### src/design/pfp_pkg.sv
// ----------------------------------------------------------------------------
// pfp_pkg
// Shared types and result codes for the particle sensor frame parser.
// ----------------------------------------------------------------------------
package pfp_pkg;

    localparam logic [2:0] KIND_MEASUREMENT = 3'd0;
    localparam logic [2:0] KIND_COEFFICIENT = 3'd1;
    localparam logic [2:0] KIND_ACK         = 3'd2;
    localparam logic [2:0] KIND_NACK        = 3'd3;
    localparam logic [2:0] KIND_ERROR       = 3'd4;

    localparam logic [1:0] ERR_NONE         = 2'd0;
    localparam logic [1:0] ERR_BAD_LENGTH   = 2'd1;
    localparam logic [1:0] ERR_CHECKSUM     = 2'd2;
    localparam logic [1:0] ERR_COMMAND      = 2'd3;

    typedef struct packed {
        logic [2:0]  result_kind;
        logic [1:0]  error_code;
        logic        from_autosend;
        logic [15:0] pm1_0;
        logic [15:0] pm2_5;
        logic [15:0] pm4_0;
        logic [15:0] pm10;
        logic        small_sizes_valid;
        logic [7:0]  coefficient;
    } pfp_result_t;

endpackage

### src/design/particle_sensor_frame_parser.sv
// ----------------------------------------------------------------------------
// particle_sensor_frame_parser
// Frame parser for a particulate sensor serial link, with a two-entry
// result buffer toward the consumer.
// ----------------------------------------------------------------------------
// One received byte is taken per clock on the s_ channel while s_ready is
// high; the frame state machine handles it in that cycle, and any result it
// closes is registered in the output register, or in the skid register if
// that one is held, before it shows on the m_ channel. With m_ready high the
// block sustains one byte per cycle; the result side holds two entries, and
// s_ready drops only while both are full. The cfg port writes the autosend
// mode bit, is always ready, and discards any partial frame.
module particle_sensor_frame_parser
    import pfp_pkg::*;
#(
    parameter int MAX_AUTOSEND_LEN = 30
) (
    input  logic        aclk,
    input  logic        aresetn,

    input  logic        cfg_valid,
    output logic        cfg_ready,
    input  logic        cfg_data,

    input  logic        s_valid,
    output logic        s_ready,
    input  logic [7:0]  s_rx_byte,
    input  logic        s_restart,

    output logic        m_valid,
    input  logic        m_ready,
    output logic [2:0]  m_result_kind,
    output logic [1:0]  m_error_code,
    output logic        m_from_autosend,
    output logic [15:0] m_pm1_0,
    output logic [15:0] m_pm2_5,
    output logic [15:0] m_pm4_0,
    output logic [15:0] m_pm10,
    output logic        m_small_sizes_valid,
    output logic [7:0]  m_coefficient
);

    logic        byte_accept;
    logic        res_valid;
    pfp_result_t res;

    logic        out_valid_reg, out_valid_next;
    logic        skid_valid_reg, skid_valid_next;
    pfp_result_t out_reg, out_next;
    pfp_result_t skid_reg, skid_next;
    logic        pop;
    logic        push;

    assign cfg_ready   = 1'b1;
    assign s_ready     = !skid_valid_reg;
    assign byte_accept = s_valid && s_ready;

    pfp_parser #(
        .MAX_LEN (MAX_AUTOSEND_LEN)
    ) u_parser (
        .aclk        (aclk),
        .aresetn     (aresetn),
        .byte_accept (byte_accept),
        .rx_byte     (s_rx_byte),
        .restart     (s_restart),
        .cfg_write   (cfg_valid && cfg_ready),
        .cfg_mode    (cfg_data),
        .res_valid   (res_valid),
        .res         (res)
    );

    assign pop  = out_valid_reg && m_ready;
    assign push = byte_accept && res_valid;

    // output register with skid behind it
    always_comb begin
        out_valid_next  = out_valid_reg;
        skid_valid_next = skid_valid_reg;
        out_next        = out_reg;
        skid_next       = skid_reg;
        if (skid_valid_reg) begin
            if (pop) begin
                out_next        = skid_reg;
                skid_valid_next = 1'b0;
            end
        end else if (push) begin
            if (!out_valid_reg || pop) begin
                out_next       = res;
                out_valid_next = 1'b1;
            end else begin
                skid_next       = res;
                skid_valid_next = 1'b1;
            end
        end else if (pop) begin
            out_valid_next = 1'b0;
        end
    end

    always_ff @(posedge aclk) begin
        if (!aresetn) begin
            out_valid_reg  <= 1'b0;
            skid_valid_reg <= 1'b0;
        end else begin
            out_valid_reg  <= out_valid_next;
            skid_valid_reg <= skid_valid_next;
        end
        out_reg  <= out_next;
        skid_reg <= skid_next;
    end

    assign m_valid             = out_valid_reg;
    assign m_result_kind       = out_reg.result_kind;
    assign m_error_code        = out_reg.error_code;
    assign m_from_autosend     = out_reg.from_autosend;
    assign m_pm1_0             = out_reg.pm1_0;
    assign m_pm2_5             = out_reg.pm2_5;
    assign m_pm4_0             = out_reg.pm4_0;
    assign m_pm10              = out_reg.pm10;
    assign m_small_sizes_valid = out_reg.small_sizes_valid;
    assign m_coefficient       = out_reg.coefficient;

`ifndef SYNTHESIS
    a_skid_needs_out: assert property (@(posedge aclk) disable iff (!aresetn)
        skid_valid_reg |-> out_valid_reg)
        else $error("skid entry held with empty output register");

    a_error_has_code: assert property (@(posedge aclk) disable iff (!aresetn)
        (m_valid && m_result_kind == KIND_ERROR) |-> (m_error_code != ERR_NONE))
        else $error("error result without an error code");

    a_code_only_on_error: assert property (@(posedge aclk) disable iff (!aresetn)
        (m_valid && m_result_kind != KIND_ERROR) |-> (m_error_code == ERR_NONE))
        else $error("error code on a non-error result");

    a_small_sizes_polled: assert property (@(posedge aclk) disable iff (!aresetn)
        (m_valid && m_small_sizes_valid) |->
            (m_result_kind == KIND_MEASUREMENT && !m_from_autosend))
        else $error("small sizes flagged outside a polled measurement");

    a_full_stalls_input: assert property (@(posedge aclk) disable iff (!aresetn)
        (skid_valid_reg && !m_ready) |=> skid_valid_reg)
        else $error("buffered result lost while the consumer stalled");
`endif

endmodule

### src/design/pfp_parser.sv
// ----------------------------------------------------------------------------
// pfp_parser
// Byte-wise frame state machine: consumes one received byte per accepted
// beat and produces at most one result for it in the same cycle.
// ----------------------------------------------------------------------------
module pfp_parser
    import pfp_pkg::*;
#(
    parameter int MAX_LEN = 30
) (
    input  logic        aclk,
    input  logic        aresetn,
    input  logic        byte_accept,
    input  logic [7:0]  rx_byte,
    input  logic        restart,
    input  logic        cfg_write,
    input  logic        cfg_mode,
    output logic        res_valid,
    output pfp_result_t res
);

    localparam int LEN_W = $clog2(MAX_LEN + 1);

    localparam logic [7:0]  HDR_AS_FIRST  = 8'h42;
    localparam logic [7:0]  HDR_AS_SECOND = 8'h4D;
    localparam logic [7:0]  HDR_POLLED    = 8'h40;
    localparam logic [7:0]  ACK_BYTE      = 8'hA5;
    localparam logic [7:0]  NACK_BYTE     = 8'h96;
    localparam logic [7:0]  LEN_COEF      = 8'h02;
    localparam logic [7:0]  LEN_SHORT     = 8'h05;
    localparam logic [7:0]  LEN_LONG      = 8'h0D;
    localparam logic [7:0]  CMD_COEF      = 8'h10;
    localparam logic [15:0] AS_MIN_LEN    = 16'd8;
    localparam logic [15:0] AS_MAX_LEN    = 16'(MAX_LEN);

    typedef enum logic [2:0] {
        PH_HUNT,
        PH_AS_GOT42,
        PH_AS_LENHI,
        PH_AS_LENLO,
        PH_AS_BODY,
        PH_PL_LEN,
        PH_PL_BODY,
        PH_ACK1
    } phase_t;

    phase_t             phase_reg, phase_next, phase_cur, hunt_phase;
    logic               mode_reg, mode_next;
    logic               ack_pos_reg, ack_pos_next, hunt_ack;
    logic [LEN_W-1:0]   frame_len_reg, frame_len_next;
    logic [LEN_W-1:0]   byte_idx_reg, byte_idx_next;
    logic [15:0]        run_sum_reg, run_sum_next;
    logic [7:0]         chk_hi_reg, chk_hi_next;
    logic [7:0]         cmd_reg, cmd_next;
    logic [15:0]        pm1_reg, pm1_next;
    logic [15:0]        pm25_reg, pm25_next;
    logic [15:0]        pm4_reg, pm4_next;
    logic [15:0]        pm10_reg, pm10_next;
    logic [7:0]         coef_reg, coef_next;

    logic [15:0]        as_len;
    logic [LEN_W:0]     idx_plus2;
    logic [LEN_W:0]     len_ext;
    logic [7:0]         pl_expect;
    logic [15:0]        shifted_byte_pm1, shifted_byte_pm25, shifted_byte_pm4, shifted_byte_pm10;

    assign phase_cur = restart ? PH_HUNT : phase_reg;
    assign as_len    = {chk_hi_reg, rx_byte};
    assign idx_plus2 = {1'b0, byte_idx_reg} + (LEN_W + 1)'(2);
    assign len_ext   = {1'b0, frame_len_reg};
    assign pl_expect = 8'h00 - run_sum_reg[7:0];

    assign shifted_byte_pm1  = {pm1_reg[7:0], rx_byte};
    assign shifted_byte_pm25 = {pm25_reg[7:0], rx_byte};
    assign shifted_byte_pm4  = {pm4_reg[7:0], rx_byte};
    assign shifted_byte_pm10 = {pm10_reg[7:0], rx_byte};

    // header search while hunting
    always_comb begin
        hunt_phase = PH_HUNT;
        hunt_ack   = ack_pos_reg;
        if (mode_reg) begin
            if (rx_byte == HDR_AS_FIRST) begin
                hunt_phase = PH_AS_GOT42;
            end
        end else if (rx_byte == HDR_POLLED) begin
            hunt_phase = PH_PL_LEN;
        end else if (rx_byte == ACK_BYTE || rx_byte == NACK_BYTE) begin
            hunt_ack   = (rx_byte == ACK_BYTE);
            hunt_phase = PH_ACK1;
        end
    end

    always_comb begin
        phase_next     = phase_reg;
        mode_next      = mode_reg;
        ack_pos_next   = ack_pos_reg;
        frame_len_next = frame_len_reg;
        byte_idx_next  = byte_idx_reg;
        run_sum_next   = run_sum_reg;
        chk_hi_next    = chk_hi_reg;
        cmd_next       = cmd_reg;
        pm1_next       = pm1_reg;
        pm25_next      = pm25_reg;
        pm4_next       = pm4_reg;
        pm10_next      = pm10_reg;
        coef_next      = coef_reg;
        res_valid      = 1'b0;
        res            = '0;

        if (byte_accept) begin
            phase_next = phase_cur;
            case (phase_cur)
                PH_HUNT: begin
                    phase_next   = hunt_phase;
                    ack_pos_next = hunt_ack;
                end
                PH_AS_GOT42: begin
                    if (rx_byte == HDR_AS_SECOND) begin
                        phase_next = PH_AS_LENHI;
                    end else if (rx_byte == HDR_AS_FIRST) begin
                        phase_next = PH_AS_GOT42;
                    end else begin
                        phase_next = PH_HUNT;
                    end
                end
                PH_AS_LENHI: begin
                    chk_hi_next = rx_byte;
                    phase_next  = PH_AS_LENLO;
                end
                PH_AS_LENLO: begin
                    if (as_len < AS_MIN_LEN || as_len > AS_MAX_LEN) begin
                        res_valid      = 1'b1;
                        res.result_kind = KIND_ERROR;
                        res.error_code  = ERR_BAD_LENGTH;
                        phase_next     = PH_HUNT;
                    end else begin
                        frame_len_next = rx_byte[LEN_W-1:0];
                        byte_idx_next  = '0;
                        run_sum_next   = 16'(HDR_AS_FIRST) + 16'(HDR_AS_SECOND)
                                       + 16'(chk_hi_reg) + 16'(rx_byte);
                        phase_next     = PH_AS_BODY;
                    end
                end
                PH_AS_BODY: begin
                    if (idx_plus2 < len_ext) begin
                        run_sum_next = run_sum_reg + 16'(rx_byte);
                        if (byte_idx_reg == LEN_W'(2) || byte_idx_reg == LEN_W'(3)) begin
                            pm25_next = shifted_byte_pm25;
                        end
                        if (byte_idx_reg == LEN_W'(4) || byte_idx_reg == LEN_W'(5)) begin
                            pm10_next = shifted_byte_pm10;
                        end
                        byte_idx_next = byte_idx_reg + LEN_W'(1);
                    end else if (idx_plus2 == len_ext) begin
                        chk_hi_next   = rx_byte;
                        byte_idx_next = byte_idx_reg + LEN_W'(1);
                    end else begin
                        res_valid = 1'b1;
                        if (as_len != run_sum_reg) begin
                            res.result_kind = KIND_ERROR;
                            res.error_code  = ERR_CHECKSUM;
                        end else begin
                            res.result_kind   = KIND_MEASUREMENT;
                            res.from_autosend = 1'b1;
                            res.pm2_5         = pm25_reg;
                            res.pm10          = pm10_reg;
                        end
                        phase_next = PH_HUNT;
                    end
                end
                PH_PL_LEN: begin
                    if (rx_byte == LEN_COEF || rx_byte == LEN_SHORT || rx_byte == LEN_LONG) begin
                        frame_len_next = rx_byte[LEN_W-1:0];
                        byte_idx_next  = '0;
                        run_sum_next   = 16'(HDR_POLLED) + 16'(rx_byte);
                        phase_next     = PH_PL_BODY;
                    end else begin
                        res_valid       = 1'b1;
                        res.result_kind = KIND_ERROR;
                        res.error_code  = ERR_BAD_LENGTH;
                        phase_next      = PH_HUNT;
                    end
                end
                PH_PL_BODY: begin
                    if (byte_idx_reg < frame_len_reg) begin
                        run_sum_next = run_sum_reg + 16'(rx_byte);
                        if (byte_idx_reg == '0) begin
                            cmd_next = rx_byte;
                        end
                        if (frame_len_reg == LEN_COEF[LEN_W-1:0]) begin
                            if (byte_idx_reg == LEN_W'(1)) begin
                                coef_next = rx_byte;
                            end
                        end else if (frame_len_reg == LEN_SHORT[LEN_W-1:0]) begin
                            if (byte_idx_reg == LEN_W'(1) || byte_idx_reg == LEN_W'(2)) begin
                                pm25_next = shifted_byte_pm25;
                            end
                            if (byte_idx_reg == LEN_W'(3) || byte_idx_reg == LEN_W'(4)) begin
                                pm10_next = shifted_byte_pm10;
                            end
                        end else begin
                            if (byte_idx_reg == LEN_W'(1) || byte_idx_reg == LEN_W'(2)) begin
                                pm1_next = shifted_byte_pm1;
                            end
                            if (byte_idx_reg == LEN_W'(3) || byte_idx_reg == LEN_W'(4)) begin
                                pm25_next = shifted_byte_pm25;
                            end
                            if (byte_idx_reg == LEN_W'(5) || byte_idx_reg == LEN_W'(6)) begin
                                pm4_next = shifted_byte_pm4;
                            end
                            if (byte_idx_reg == LEN_W'(7) || byte_idx_reg == LEN_W'(8)) begin
                                pm10_next = shifted_byte_pm10;
                            end
                        end
                        byte_idx_next = byte_idx_reg + LEN_W'(1);
                    end else begin
                        res_valid = 1'b1;
                        if (frame_len_reg == LEN_COEF[LEN_W-1:0]) begin
                            if (cmd_reg != CMD_COEF) begin
                                res.result_kind = KIND_ERROR;
                                res.error_code  = ERR_COMMAND;
                            end else if (rx_byte != pl_expect) begin
                                res.result_kind = KIND_ERROR;
                                res.error_code  = ERR_CHECKSUM;
                            end else begin
                                res.result_kind = KIND_COEFFICIENT;
                                res.coefficient = coef_reg;
                            end
                        end else if (rx_byte != pl_expect) begin
                            res.result_kind = KIND_ERROR;
                            res.error_code  = ERR_CHECKSUM;
                        end else begin
                            res.result_kind = KIND_MEASUREMENT;
                            res.pm2_5       = pm25_reg;
                            res.pm10        = pm10_reg;
                            if (frame_len_reg == LEN_LONG[LEN_W-1:0]) begin
                                res.pm1_0             = pm1_reg;
                                res.pm4_0             = pm4_reg;
                                res.small_sizes_valid = 1'b1;
                            end
                        end
                        phase_next = PH_HUNT;
                    end
                end
                PH_ACK1: begin
                    if (rx_byte == (ack_pos_reg ? ACK_BYTE : NACK_BYTE)) begin
                        res_valid       = 1'b1;
                        res.result_kind = ack_pos_reg ? KIND_ACK : KIND_NACK;
                        phase_next      = PH_HUNT;
                    end else begin
                        phase_next   = hunt_phase;
                        ack_pos_next = hunt_ack;
                    end
                end
                default: begin
                    phase_next = PH_HUNT;
                end
            endcase
        end

        // a mode write drops any partial frame
        if (cfg_write) begin
            mode_next  = cfg_mode;
            phase_next = PH_HUNT;
        end
    end

    always_ff @(posedge aclk) begin
        if (!aresetn) begin
            phase_reg     <= PH_HUNT;
            mode_reg      <= 1'b0;
            ack_pos_reg   <= 1'b0;
            frame_len_reg <= '0;
            byte_idx_reg  <= '0;
        end else begin
            phase_reg     <= phase_next;
            mode_reg      <= mode_next;
            ack_pos_reg   <= ack_pos_next;
            frame_len_reg <= frame_len_next;
            byte_idx_reg  <= byte_idx_next;
        end
        run_sum_reg <= run_sum_next;
        chk_hi_reg  <= chk_hi_next;
        cmd_reg     <= cmd_next;
        pm1_reg     <= pm1_next;
        pm25_reg    <= pm25_next;
        pm4_reg     <= pm4_next;
        pm10_reg    <= pm10_next;
        coef_reg    <= coef_next;
    end

endmodule

### config.mk
export PLATFORM = sky130hd
export DESIGN_NAME = particle_sensor_frame_parser
export DESIGN_NICKNAME = d
export VERILOG_FILES = /design/src/design/pfp_pkg.sv /design/src/design/particle_sensor_frame_parser.sv /design/src/design/pfp_parser.sv
export SDC_FILE = /design/constraint.sdc
export NUM_CORES = 1
export LEC_CHECK = 0
export BUFFER_PORTS_ARGS = -buffer_cell sky130_fd_sc_hd__buf_4
export CORE_AREA = 2 2 159 161
export DETAILED_ROUTE_END_ITERATION = 12
export DIE_AREA = 0 0 161 163
export PLACE_DENSITY = 0.71
export SLEW_MARGIN = 20
export SYNTH_ARGS = -nofsm -noshare
export SYNTH_HDL_FRONTEND = slang
export SYNTH_SLANG_ARGS = --single-unit
### constraint.sdc
create_clock -name aclk -period 10.7 [get_ports aclk]
set_input_delay 0.535 -clock aclk [delete_from_list [all_inputs] [get_ports aclk]]
set_output_delay 0.535 -clock aclk [all_outputs]
set_load 0.03 [all_outputs]
### Word-level counts from Yosys, hierarchy flattened

Index checks and enable logic that the tools add are counted.

* register bits: 279
* bits in latches: 0
* memory bits (writable): 0
* ROM bits: 0
* input bits: 15
* output and inout port bits: 82
* logic and storage cells: 248
* memories kept: 0

* $add $sub $neg: 7
* multipliers: 0
* div/mod/pow operators: 0
* $lt $le $gt $ge: 4
* equality and inequality tests: 48
* shifts and indexed selects: 0
* multiplexer cells: 110
* bitwise logic cells: 5
* reductions and logical operators: 41

Operators by type and width (count)
* two-way mux 16 bit: 28
* two-way mux 79 bit: 5
* two-way mux 65 bit: 2
* case mux 16 bit (2 select lines): 4
* two-way mux 73 bit: 1
* case mux 16 bit (4 select lines): 1
* two-way mux 5 bit: 12
* two-way mux 3 bit: 15
* two-way mux 8 bit: 5
* adder 16 x 8 -> 16 bit: 2
* equality test 5 x 3 -> 1 bit, second input constant: 5
* equality test 8 x 7 -> 1 bit, second input constant: 3
* case mux 3 bit (8 select lines): 1
* AND reduction 6 bit: 4
* two-way mux 1 bit: 23
* case mux 5 bit (4 select lines): 1
* two-way mux 6 bit: 3
* equality test 8 bit, second input constant: 2
* greater-than comparator 16 x 5 -> 1 bit, second input constant: 1
* less-than comparator 16 x 4 -> 1 bit, second input constant: 1
* inequality test 16 bit: 1
* inequality test 2 x 1 -> 1 bit, second input constant: 8
* case mux 8 bit (2 select lines): 1
* AND reduction 8 bit: 2
* other kinds (42): 84

### Depth between registers and ports, before layout

* word-level depth: 11
* depth in mapped cells: 12
* gate-level depth less buffers: 12

### Hierarchy

From an unflattened synthesis, not the netlist that was laid out.

* cells, all modules: 906
* area, all modules: 13187.6 um^2

By module, submodules not included
* pfp_parser: instances 1, cells each 643, area each 7088.0 um^2, seq. area each 3423.3 um^2
* particle_sensor_frame_parser: instances 1, cells each 263, area each 6099.6 um^2, seq. area each 4784.6 um^2

### Worst setup path after synthesis

OpenSTA, ideal clock, no wires.

* kind: reg2reg
* start: register u_parser.byte_idx_reg[2]
* end: register skid_reg[0] (netlist bit) (enable)
* library setup time: 0.613 ns
* arrival: 7.518 ns
* data required time: 10.087 ns
* setup slack: 2.569 ns
* cell stages (with the launch flop): 11
* path buffers: 1
* clock period less this slack: 8.131 ns
* cells stage by stage: dfxtp_1 > clkbuf_1 > nand3_1 > xnor2_1 > ha_1 > nand4_1 > o221a_2 > o21ai_0 > nand2_1 > a41o_1 > nor3_1

* longest elaborated chain between the ends: 8
* elaborated cells between the ends (all ways): 11
* classes of those cells: 1 x add/sub; 2 x order compare; 1 x eq/ne; 5 x mux; 2 x reduce/logical

Ends and longest elaborated chain
* start, declared: line pfp_parser.sv:51 `logic [LEN_W-1:0] byte_idx_reg, byte_idx_next;`
* start signal, assigned: line pfp_parser.sv:281 `byte_idx_reg <= byte_idx_next;`
* branches (longest 4 deep; another with adder 5 x 2 -> 6 bit)
* case mux 1 bit (5 select lines) *: line pfp_parser.sv:113 `case (phase_cur)`
* two-way mux 1 bit *: line pfp_parser.sv:111 `if (byte_accept) begin`
* logical AND 1 bit *: line particle_sensor_frame_parser.sv:73 `assign push = byte_accept && res_valid;`
* AND reduction 3 bit (no line) *
* end signal, assigned: line particle_sensor_frame_parser.sv:108 `skid_reg <= skid_next;`
* end, declared: line particle_sensor_frame_parser.sv:50 `pfp_result_t skid_reg, skid_next;`

Mark *: on every way between the ends.
A chain may end at the register's enable or synchronous reset.

### Worst setup path after layout

* start: register u_parser.byte_idx_reg[2]
* end: register out_reg (netlist bit m_pm4_0[2]) (enable)

* longest elaborated chain between the ends: 9
* elaborated cells between the ends (all ways): 12
* classes of those cells: 1 x add/sub; 2 x order compare; 1 x eq/ne; 5 x mux; 3 x reduce/logical

Ends and longest elaborated chain
* branches (longest 4 deep; another with adder 5 x 2 -> 6 bit)
* case mux 1 bit (5 select lines) *: line pfp_parser.sv:113
* two-way mux 1 bit *: line pfp_parser.sv:111
* logical AND 1 bit *: line particle_sensor_frame_parser.sv:73
* nonzero test 2 bit (no line) *
* AND reduction 3 bit (no line) *
* end signal, assigned: line particle_sensor_frame_parser.sv:107 `out_reg <= out_next;`
* end, declared: line particle_sensor_frame_parser.sv:49 `pfp_result_t out_reg, out_next;`

Marks and branches as above.

==> impl_table.tex <==
\begin{tabular}{lr}
\hline
Metric & Value \\
\hline
\multicolumn{2}{l}{\textbf{Min path}} \\
HP Class & input pin to register \\
\multicolumn{2}{l}{\textbf{Pwr}} \\
Worst voltage drop across the vdd grid & 151 uV \\
Leakage power of the design & 4.97 nW \\
Overall power & between 2 and 2.5 mW \\
Areal power density over the cells & 151 mW/mm\^{}2 \\
\multicolumn{2}{l}{\textbf{Logic synthesis}} \\
Share of the yosys chip area belonging to registers & 0.643 \\
Total nets after synthesis & 1055 \\
Count of warnings emitted by yosys & 0 \\
Flop and latch count out of synthesis & 279 \\
Gate count after technology mapping & 1000 \\
Post-synth EDFFs & 262 \\
Cell Area, Synth & 0.0128 sq mm \\
Average cell area after synthesis & 12.8 sq um \\
Prevailing post-synth register cell & sky130\_fd\_sc\_hd\_\_edfxtp\_1 \\
Count of cell types in the netlist & 64 \\
Share of synthesized registers carrying an async set or reset & 0 \\
\multicolumn{2}{l}{\textbf{Worst setup path}} \\
Required arrival time at the worst endpoint & $\sim$11 ns \\
CP Data Arrival Time & approximately 4.5 ns \\
Sort of element at the start of the critical path & register \\
Max FO, Critical Path & 70 \\
Endpoint type of the worst setup path & register \\
Type of the setup path with the least slack & register to register \\
\multicolumn{2}{l}{\textbf{Floorplan}} \\
Full die area & 0.0262 sq mm \\
Area of the placeable core & 0.0247 sq mm \\
Effective utilization at floorplan & 0.517 \\
Standard-cell rows & 58 \\
Top-level I/O count & 97 \\
Die width & $\sim$160 um \\
Height of the die & around 160 um \\
\multicolumn{2}{l}{\textbf{Timing}} \\
Highest attainable clock frequency & 0.230 GHz \\
Period utilization & 0.406 \\
Pin slew with the least headroom to its limit & between 1 and 1.5 ns \\
Skew final & 0.00974 ns \\
Max-slew headroom & 0.320 \\
Final hold violations & 0 \\
Count of final setup violators & 0 \\
Max Slew Vio Count & 0 \\
Unrepaired setup endpoints after global routing & no \\
Clock period minus final worst setup slack & 4.34 ns \\
Final setup TNS & 0 ns \\
\multicolumn{2}{l}{\textbf{Place}} \\
Area after DPL & 0.0137 sq mm \\
Placer congestion estimate & 0.878 \\
Total half-perimeter wirelength after legalization and detailed placement & 16700 um \\
Number of buffers inserted by port buffering & 95 \\
\multicolumn{2}{l}{\textbf{Route}} \\
Detailed-route wire length & roughly 26000 um \\
Vias post-DR & 8125 \\
Detailed-router iteration count before antenna repair & 5 \\
Top Layer Used & met4 \\
Remaining number of nets flagged by the antenna check after routing & 0 \\
Avg Vias per Cell & 5.68 \\
Detailed route wirelength on metal2 & 12200 um \\
Detailed-routing wirelength on met1 & 11700 um \\
Detail-routed net length per standard cell & 18.2 um \\
Post-detailed-route DRC marker count & 0 \\
Violation count after the first detailed-routing iteration & 642 \\
Amount of wire on met3 after detailed routing & 1660 um \\
\multicolumn{2}{l}{\textbf{Final layout}} \\
Antenna diode instance count & 0 \\
Layout overhead on the synthesized area & 14.7\% \\
Nets & 1134 \\
Post-route design area & 0.0146 sq mm \\
Utilization of the core after routing & 0.593 \\
Max reg flops & 79 \\
Fraction of final layout cells sized beyond drive strength 1 & 0.147 \\
\multicolumn{2}{l}{\textbf{CTS}} \\
Inserted Clock Buffers & 28 \\
Hold\_buf cts & 0 \\
TritonCTS clock tree & done \\
Skew-Pair Late Insertion Delay & between 0.5 and 0.6 ns \\
Number of gates given a new drive strength after cts & 0 \\
Clock-pin transition on the worst setup and hold timing paths & 0.06 ns \\
Clock tree buffer depth & 3 \\
Sink count of the clock tree & 279 \\
Post-CTS setup-driven buffer insertion count & 0 \\
Number of H-tree branching levels & 1 \\
Clock Root Buffer & sky130\_fd\_sc\_hd\_\_clkbuf\_16 \\
\multicolumn{2}{l}{\textbf{GRT}} \\
Number of antenna violations at the first check in global routing & 0 \\
Pin count of the biggest net entering global routing & a little over 80 \\
Via count of the first global-routing pass & 7710 \\
Global-route wire length before repair & 41100 um \\
Grt ovf & 0 \\
Overall Global Routing Usage & 0.196 \\
\multicolumn{2}{l}{\textbf{Job}} \\
Max-capacitance violation count & 0 \\
\multicolumn{2}{l}{\textbf{Status}} \\
Run status & completed \\
\hline
\end{tabular}
cell usage in the layout (no fill, tap or decap), types with 8 or more instances in the layout:
cell                        count
sky130_fd_sc_hd__xnor2_1       28
sky130_fd_sc_hd__nor3_1        43
sky130_fd_sc_hd__edfxtp_1     262
sky130_fd_sc_hd__nand2_1       85
sky130_fd_sc_hd__clkbuf_16     29
sky130_fd_sc_hd__dfxtp_1       16
sky130_fd_sc_hd__clkinv_1       8
sky130_fd_sc_hd__nand3_1       24
sky130_fd_sc_hd__nor2_1        41
sky130_fd_sc_hd__nor4_1        11
sky130_fd_sc_hd__ha_1          38
sky130_fd_sc_hd__xor2_1        16
sky130_fd_sc_hd__buf_4        104
sky130_fd_sc_hd__nor2b_1        9
sky130_fd_sc_hd__o21ai_0       33
sky130_fd_sc_hd__o31ai_1       37
sky130_fd_sc_hd__a22o_1        40
sky130_fd_sc_hd__inv_1         58
sky130_fd_sc_hd__and2_1        48
sky130_fd_sc_hd__nand4_1        8
sky130_fd_sc_hd__nand2b_1      10
sky130_fd_sc_hd__a21oi_1       23
sky130_fd_sc_hd__o22ai_1        8
sky130_fd_sc_hd__a21o_1        12
final cells by class:
type / count / area [sq um]
well taps: 330 / 413
multi-input cells: 608 / 4110
flip-flops and latches: 279 / 8210
inverters: 58 / 218
clock buffers: 34 / 744
clock inverters: 18 / 159
fillers: 1969 / 10000
repair buffers: 104 / 781
cell usage after synthesis (3+ instances only):
library cell / number / area [sq um]
sky130_fd_sc_hd__nor4b_1: 4 / 35.0
sky130_fd_sc_hd__a21o_1: 12 / 90.1
sky130_fd_sc_hd__and2_1: 48 / 300
sky130_fd_sc_hd__buf_2: 7 / 35.0
sky130_fd_sc_hd__o31ai_1: 37 / 278
sky130_fd_sc_hd__nand3_1: 24 / 120
sky130_fd_sc_hd__a211o_1: 3 / 26.3
sky130_fd_sc_hd__a21oi_1: 23 / 115
sky130_fd_sc_hd__mux2i_1: 4 / 40.0
sky130_fd_sc_hd__a22oi_1: 5 / 37.5
sky130_fd_sc_hd__nor4_1: 11 / 68.8
sky130_fd_sc_hd__or3_1: 6 / 37.5
sky130_fd_sc_hd__clkbuf_1: 39 / 146
sky130_fd_sc_hd__nand3b_1: 4 / 30.0
sky130_fd_sc_hd__nand4_1: 8 / 50.1
sky130_fd_sc_hd__nor2_1: 41 / 154
sky130_fd_sc_hd__xor2_1: 16 / 140
sky130_fd_sc_hd__inv_1: 58 / 218
sky130_fd_sc_hd__o21ai_0: 33 / 165
sky130_fd_sc_hd__nand2b_1: 10 / 62.6
sky130_fd_sc_hd__o2111ai_1: 3 / 26.3
sky130_fd_sc_hd__ha_1: 38 / 475
sky130_fd_sc_hd__a221oi_1: 4 / 35.0
sky130_fd_sc_hd__nand2_1: 86 / 323
sky130_fd_sc_hd__o221a_2: 3 / 33.8
sky130_fd_sc_hd__xnor2_1: 28 / 245
sky130_fd_sc_hd__edfxtp_1: 262 / 7870
sky130_fd_sc_hd__or4_1: 3 / 22.5
sky130_fd_sc_hd__and3_1: 5 / 31.3
sky130_fd_sc_hd__a22o_1: 40 / 350
sky130_fd_sc_hd__buf_6: 5 / 56.3
sky130_fd_sc_hd__nor3_1: 46 / 230
sky130_fd_sc_hd__nor3b_1: 5 / 37.5
sky130_fd_sc_hd__o22ai_1: 8 / 50.1
sky130_fd_sc_hd__a31oi_1: 4 / 25.0
sky130_fd_sc_hd__dfxtp_1: 17 / 340
sky130_fd_sc_hd__nor2b_1: 9 / 56.3
logic make-up (layout without fill, tap and decap cells):
family / count (synthesis) / count (layout) / share of synthesized area
buf+inv: 113 / 214 / 0.0375
fa+ha+maj: 40 / 40 / 0.0404
flops: 279 / 279 / 0.643
xor+xnor: 45 / 45 / 0.0315
mux: 5 / 5 / 0.00402
other cells: 1 / 1 / 0.000294
compound gates: 197 / 197 / 0.113
simple gates: 320 / 320 / 0.130
worst max-delay path, cell delays in order, from the launching register on:
cell	delay [ns]
sky130_fd_sc_hd__dfxtp_1	0.63
sky130_fd_sc_hd__ha_1	0.31
sky130_fd_sc_hd__xor2_1	0.09
sky130_fd_sc_hd__ha_1	0.30
sky130_fd_sc_hd__nand4_1	0.13
sky130_fd_sc_hd__o221a_2	0.27
sky130_fd_sc_hd__o21ai_0	0.31
sky130_fd_sc_hd__nand2_1	0.18
sky130_fd_sc_hd__a41o_1	0.32
sky130_fd_sc_hd__a22oi_2	0.56
sky130_fd_sc_hd__buf_4	0.79
through the flow:
| stage | std cells | hold WS, ns | worst slack (ns) |
|---|---|---|---|
| 2_1_floorplan | 1000 | 0.426 | 2.57 |
| 3_3_place_gp | 1379 | 0.429 | 6.41 |
| 3_5_place_dp | 1379 | 0.439 | 6.33 |
| 4_1_cts | 1431 | 0.255 | 6.32 |
| 5_1_grt | 1431 | 0.268 | 6.03 |
| 6_report | 1431 | 0.269 | 6.36 |
metal layers:
layer | track usage | vias to the layer above
li1 | - | 3894
met1 | 0.278 | 3926
met2 | 0.322 | 260
met3 | 0.0295 | 45
met4 | 0.0475 | 0
met5 | 0 | -
worst paths after layout:
kind,from,end,slack (ns),depth (start not counted)
setup / recovery,u_parser.byte_idx_reg[2],m_pm4_0[2],6.36,10
hold / removal,cfg_data,u_parser.mode_reg,0.27,3
setup reg to reg,u_parser.byte_idx_reg[2],m_pm4_0[2],6.36,10
hold reg to reg,u_parser.pm25_reg[2],u_parser.pm25_reg[10],0.45,0
report_power, final:
| part | total (mW) | switching, mW | leakage, nW | internal [mW] |
|---|---|---|---|---|
| registers | 1.19 | 0.00372 | 2.37 | 1.18 |
| logic | 0.0757 | 0.0479 | 2.15 | 0.0278 |
| clock network | 0.949 | 0.384 | 0.446 | 0.564 |
Power figures use the tool's default switching activity.
